### src/design/rcr_pkg.sv
`timescale 1ns / 1ps

package rcr_pkg;

    localparam logic [1:0] KIND_CLEAR = 2'd0;
    localparam logic [1:0] KIND_DRAW  = 2'd1;
    localparam logic [1:0] KIND_READ  = 2'd2;

    localparam logic [1:0] CFG_WIDTH  = 2'd0;
    localparam logic [1:0] CFG_HEIGHT = 2'd1;
    localparam logic [1:0] CFG_BG     = 2'd2;

    localparam int ONE_UNIT = 256;

    // rectangle edges in Q12.8; right/bottom carry one extra bit so nothing wraps
    typedef struct packed {
        logic signed [19:0] left;
        logic signed [19:0] top;
        logic signed [20:0] right;
        logic signed [20:0] bottom;
        logic               fill;
    } t_rect;

endpackage

### src/design/rcr_cover.sv
`timescale 1ns / 1ps

module rcr_cover import rcr_pkg::*; #(
    parameter int CW = 9
) (
    input  logic [CW-1:0] i_col,
    input  logic [CW-1:0] i_row,
    input  t_rect         i_rect,
    output logic          o_paint
);

    localparam int DW = (CW + 10 > 23) ? CW + 10 : 23;

    logic signed [DW-1:0] px, py;
    logic signed [DW-1:0] left_x, top_x, right_x, bottom_x;
    logic signed [DW-1:0] dl, dr, dt, db;
    logic signed [DW-1:0] unit;
    logic                 in_rect, edge_near;

    assign px       = $signed({{(DW-CW-8){1'b0}}, i_col, 8'b0});
    assign py       = $signed({{(DW-CW-8){1'b0}}, i_row, 8'b0});
    assign left_x   = DW'(i_rect.left);
    assign top_x    = DW'(i_rect.top);
    assign right_x  = DW'(i_rect.right);
    assign bottom_x = DW'(i_rect.bottom);
    assign unit     = DW'(ONE_UNIT);

    assign dl = px - left_x;
    assign dr = right_x - px;
    assign dt = py - top_x;
    assign db = bottom_x - py;

    assign in_rect   = !dl[DW-1] && !dr[DW-1] && !dt[DW-1] && !db[DW-1];
    assign edge_near = (dl < unit) || (dr < unit) || (dt < unit) || (db < unit);
    assign o_paint   = in_rect && (i_rect.fill || edge_near);

endmodule

### config.mk
export PLATFORM = sky130hd
export DESIGN_NAME = rcr_cover
export DESIGN_NICKNAME = d
export VERILOG_FILES = /design/src/design/rcr_pkg.sv /design/src/design/rcr_cover.sv
export SDC_FILE = /design/constraint.sdc
export NUM_CORES = 1
export LEC_CHECK = 0
export BUFFER_PORTS_ARGS = -buffer_cell sky130_fd_sc_hd__buf_2
export CORE_ASPECT_RATIO = 0.7
export CORE_MARGIN = 2
export CORE_UTILIZATION = 44
export DETAILED_ROUTE_END_ITERATION = 12
export GPL_TIMING_DRIVEN = 0
export PLACE_DENSITY = 0.86
export SETUP_SLACK_MARGIN = 0.02
export SLEW_MARGIN = 20
export SYNTH_ARGS = -nofsm -noshare
export SYNTH_HDL_FRONTEND = slang
export SYNTH_SLANG_ARGS = --single-unit
### constraint.sdc
create_clock -name vclk -period 2.4
set_input_delay 0.24 -clock vclk [all_inputs]
set_output_delay 0.24 -clock vclk [all_outputs]
set_load 0.01 [all_outputs]
==> metrics.txt <==
library cells used by synthesis=55; first-pass iteration count of the detailed router=5; post-route ant nets=0; DR vias=2466; post-detailed-route wirelength per cell=13.3 um; initial DRC count=148; worst setup path endpoint=o_paint; critical path class=in -> out; dpl hpwl=4890 um; site row count=20; chip width=84.5 um; n_diodes=0; fmax=0.362 GHz; Seq cells=0; total I/O pin count=102; fin crit share=115%; Startpoint Class=primary input; worst hold path class=in -> out; Die ar.=0.00510 mm2; GR Util All Layers=20.9%; final worst setup slack=-0.361 ns; P_int=251 uW; Setup crit start=i_rect[30]; area of the multi-input gates=0.00193 mm2; Area Overhead vs Synth=31.4%; initial antenna violation count=0; violations in the final reports=negative setup slack; Yosys top cell area share=22.6%; CP required=2.16 ns; Worst setup EP type=output port; Starting Density=45.9%; Sw Share=55.0%; RSZ-0062 raised after global routing=true; DRC violations left=0; register area share after synthesis=0%; power share of the clock group=0%; Avg Inst Size Synth=6.89 um2; NetSw=306 uW; number of global-route vias before repair=2072; largest net degree at the start of global routing=9; pwr/cell area=212 mW/mm2; Hold Path Depth=4; Synth Net Count=429; PortBufs=86; Slew Limit Fails=0; total power draw=557 uW; synthesis warning total=0; leakage power=1.36 nW; clkbuf count=0; Synth area leaders=ha_1 23%, inv_1 9.2%, a21oi_1 4.5%, o21ai_0 4.5%, a21o_1 3.4%; # setup viols final=1; Seq pwr share=0%; Worst EP arrival=2.52 ns; status=finished with violations; GP Congestion=0.906; worst-path maximum fanout=3; final core utilization=60.3%; Max IR drop VDD=0.000100 V; Slew @ Worst Pin=0.552 ns; core area=0.00435 mm2; min Tclk post-route=2.76 ns; FF/Latch Area=0 um2; Synth Cell Area=0.00200 mm2; Fin. Hold Viols=0; height of the die=60.4 um; Via-to-Cell Ratio=5.71; WL final=5760 um; # fillers=417; headroom to the max-slew limit=62.2%; NumNets Final=518; first-pass GRT wire length=9070 um; cells after synthesis=290; area leader, netlist=ha_1; max_cap viols=0; combinational power share=100.0%; layout cells sized above 1=31.0%; grt ovf=0
==> routing by layer <==
metal | vias up | wire, um | GRT usage, %
li1 | 1262 | - | -
met1 | 1121 | 2810 | 31.3
met2 | 79 | 2610 | 35.3
met3 | 4 | 310 | 1.09
met4 | 0 | 27 | 1.13
met5 | - | 0 | 0
==> final cells by class <==
cell class | instances | share of cell area [%]
multi-input combinational | 240 | 73.5
timing repair buffer | 87 | 16.7
inverter | 49 | 7.01
tap | 55 | 2.62
buffer | 1 | 0.143
==> per-stage QoR <==
step                      setup TNS (ns)  instance area (um2)  hold WS (ns)  setup slack (ns)  cells
after floorplan                  -0.0295                 2010         0.652           -0.0295    290
after global placement            -0.486                 2510         0.912            -0.486    431
after detailed placement          -0.492                 2510         0.913            -0.492    431
after CTS                         -0.306                 2570         0.913            -0.306    431
after global routing              -0.507                 2620         0.955            -0.507    432
final                             -0.361                 2620         0.914            -0.361    432
==> kinds of logic after synthesis <==
logic type	Yosys count	share of synthesized area (%)
AO/OA/AOI/OAI	99	35.7
AND/OR/NAND/NOR	90	24.3
buffers and inverters	50	9.40
adder cells (fa/ha/maj)	38	24.6
XOR/XNOR	9	3.95
multiplexers	4	2.07
==> synth_stat cells (all sizes together), types with 3 or more instances <==
cell type,instances
a211oi,7
nor3,11
o21ai,19
or4,3
nand2,17
a21oi,19
o21a,4
xor2,7
nor2b,6
a31oi,6
a2111oi,3
nor2,14
ha,36
mux2i,3
nand2b,4
nand3,11
nor4,8
o31ai,6
or3,3
and3,3
a21o,9
and2,3
o211ai,3
inv,49
==> critical path, cell delays in order <==
cell,delay [ns]
buf_2,0.11
inv_2,0.06
ha_4,0.13
inv_2,0.04
fa_2,0.40
xnor2_2,0.19
nand4_1,0.11
a21oi_1,0.15
nand3_1,0.11
a221o_1,0.32
nor4_4,0.24
a311oi_1,0.08
a21oi_1,0.18
buf_2,0.15
==> cells in the final DEF (no fill, tap or decap), drive strengths merged, types with 7 or more instances in the layout <==
| cell type | instances |
|---|---|
| buf | 87 |
| inv | 49 |
| ha | 36 |
| a21oi | 19 |
| o21ai | 19 |
| nand2 | 17 |
| nor2 | 14 |
| nand3 | 11 |
| nor3 | 11 |
| a21o | 9 |
| nor4 | 8 |
| xor2 | 7 |
| a211oi | 7 |
==> power by group through the flow <==
stage               registers (mW)  logic (mW)  clock network (mW)
floorplan                        0       0.348                   0
global placement                 0       0.489                   0
detailed placement               0       0.505                   0
CTS                              0       0.525                   0
global route                     0       0.620                   0
finish                           0       0.557                   0
==> worst min-delay path by stage <==
stage	start	end	slack, ns
2_1_floorplan	i_rect[62]	o_paint	0.65
3_3_place_gp	i_rect[62]	o_paint	0.91
3_5_place_dp	i_rect[62]	o_paint	0.91
4_1_cts	i_rect[62]	o_paint	0.91
5_1_grt	i_rect[62]	o_paint	0.96
6_report	i_rect[62]	o_paint	0.91
==> timing repair <==
action | in CTS | in global routing
setup buffers | 0 | 1
gates resized for setup | 14 | 11
endpoints found under the setup margin | 1 | 1
hold buffers | 0 | 0
pin swaps | 5 | 10
Note: power is estimated with default switching activity, not from simulation.
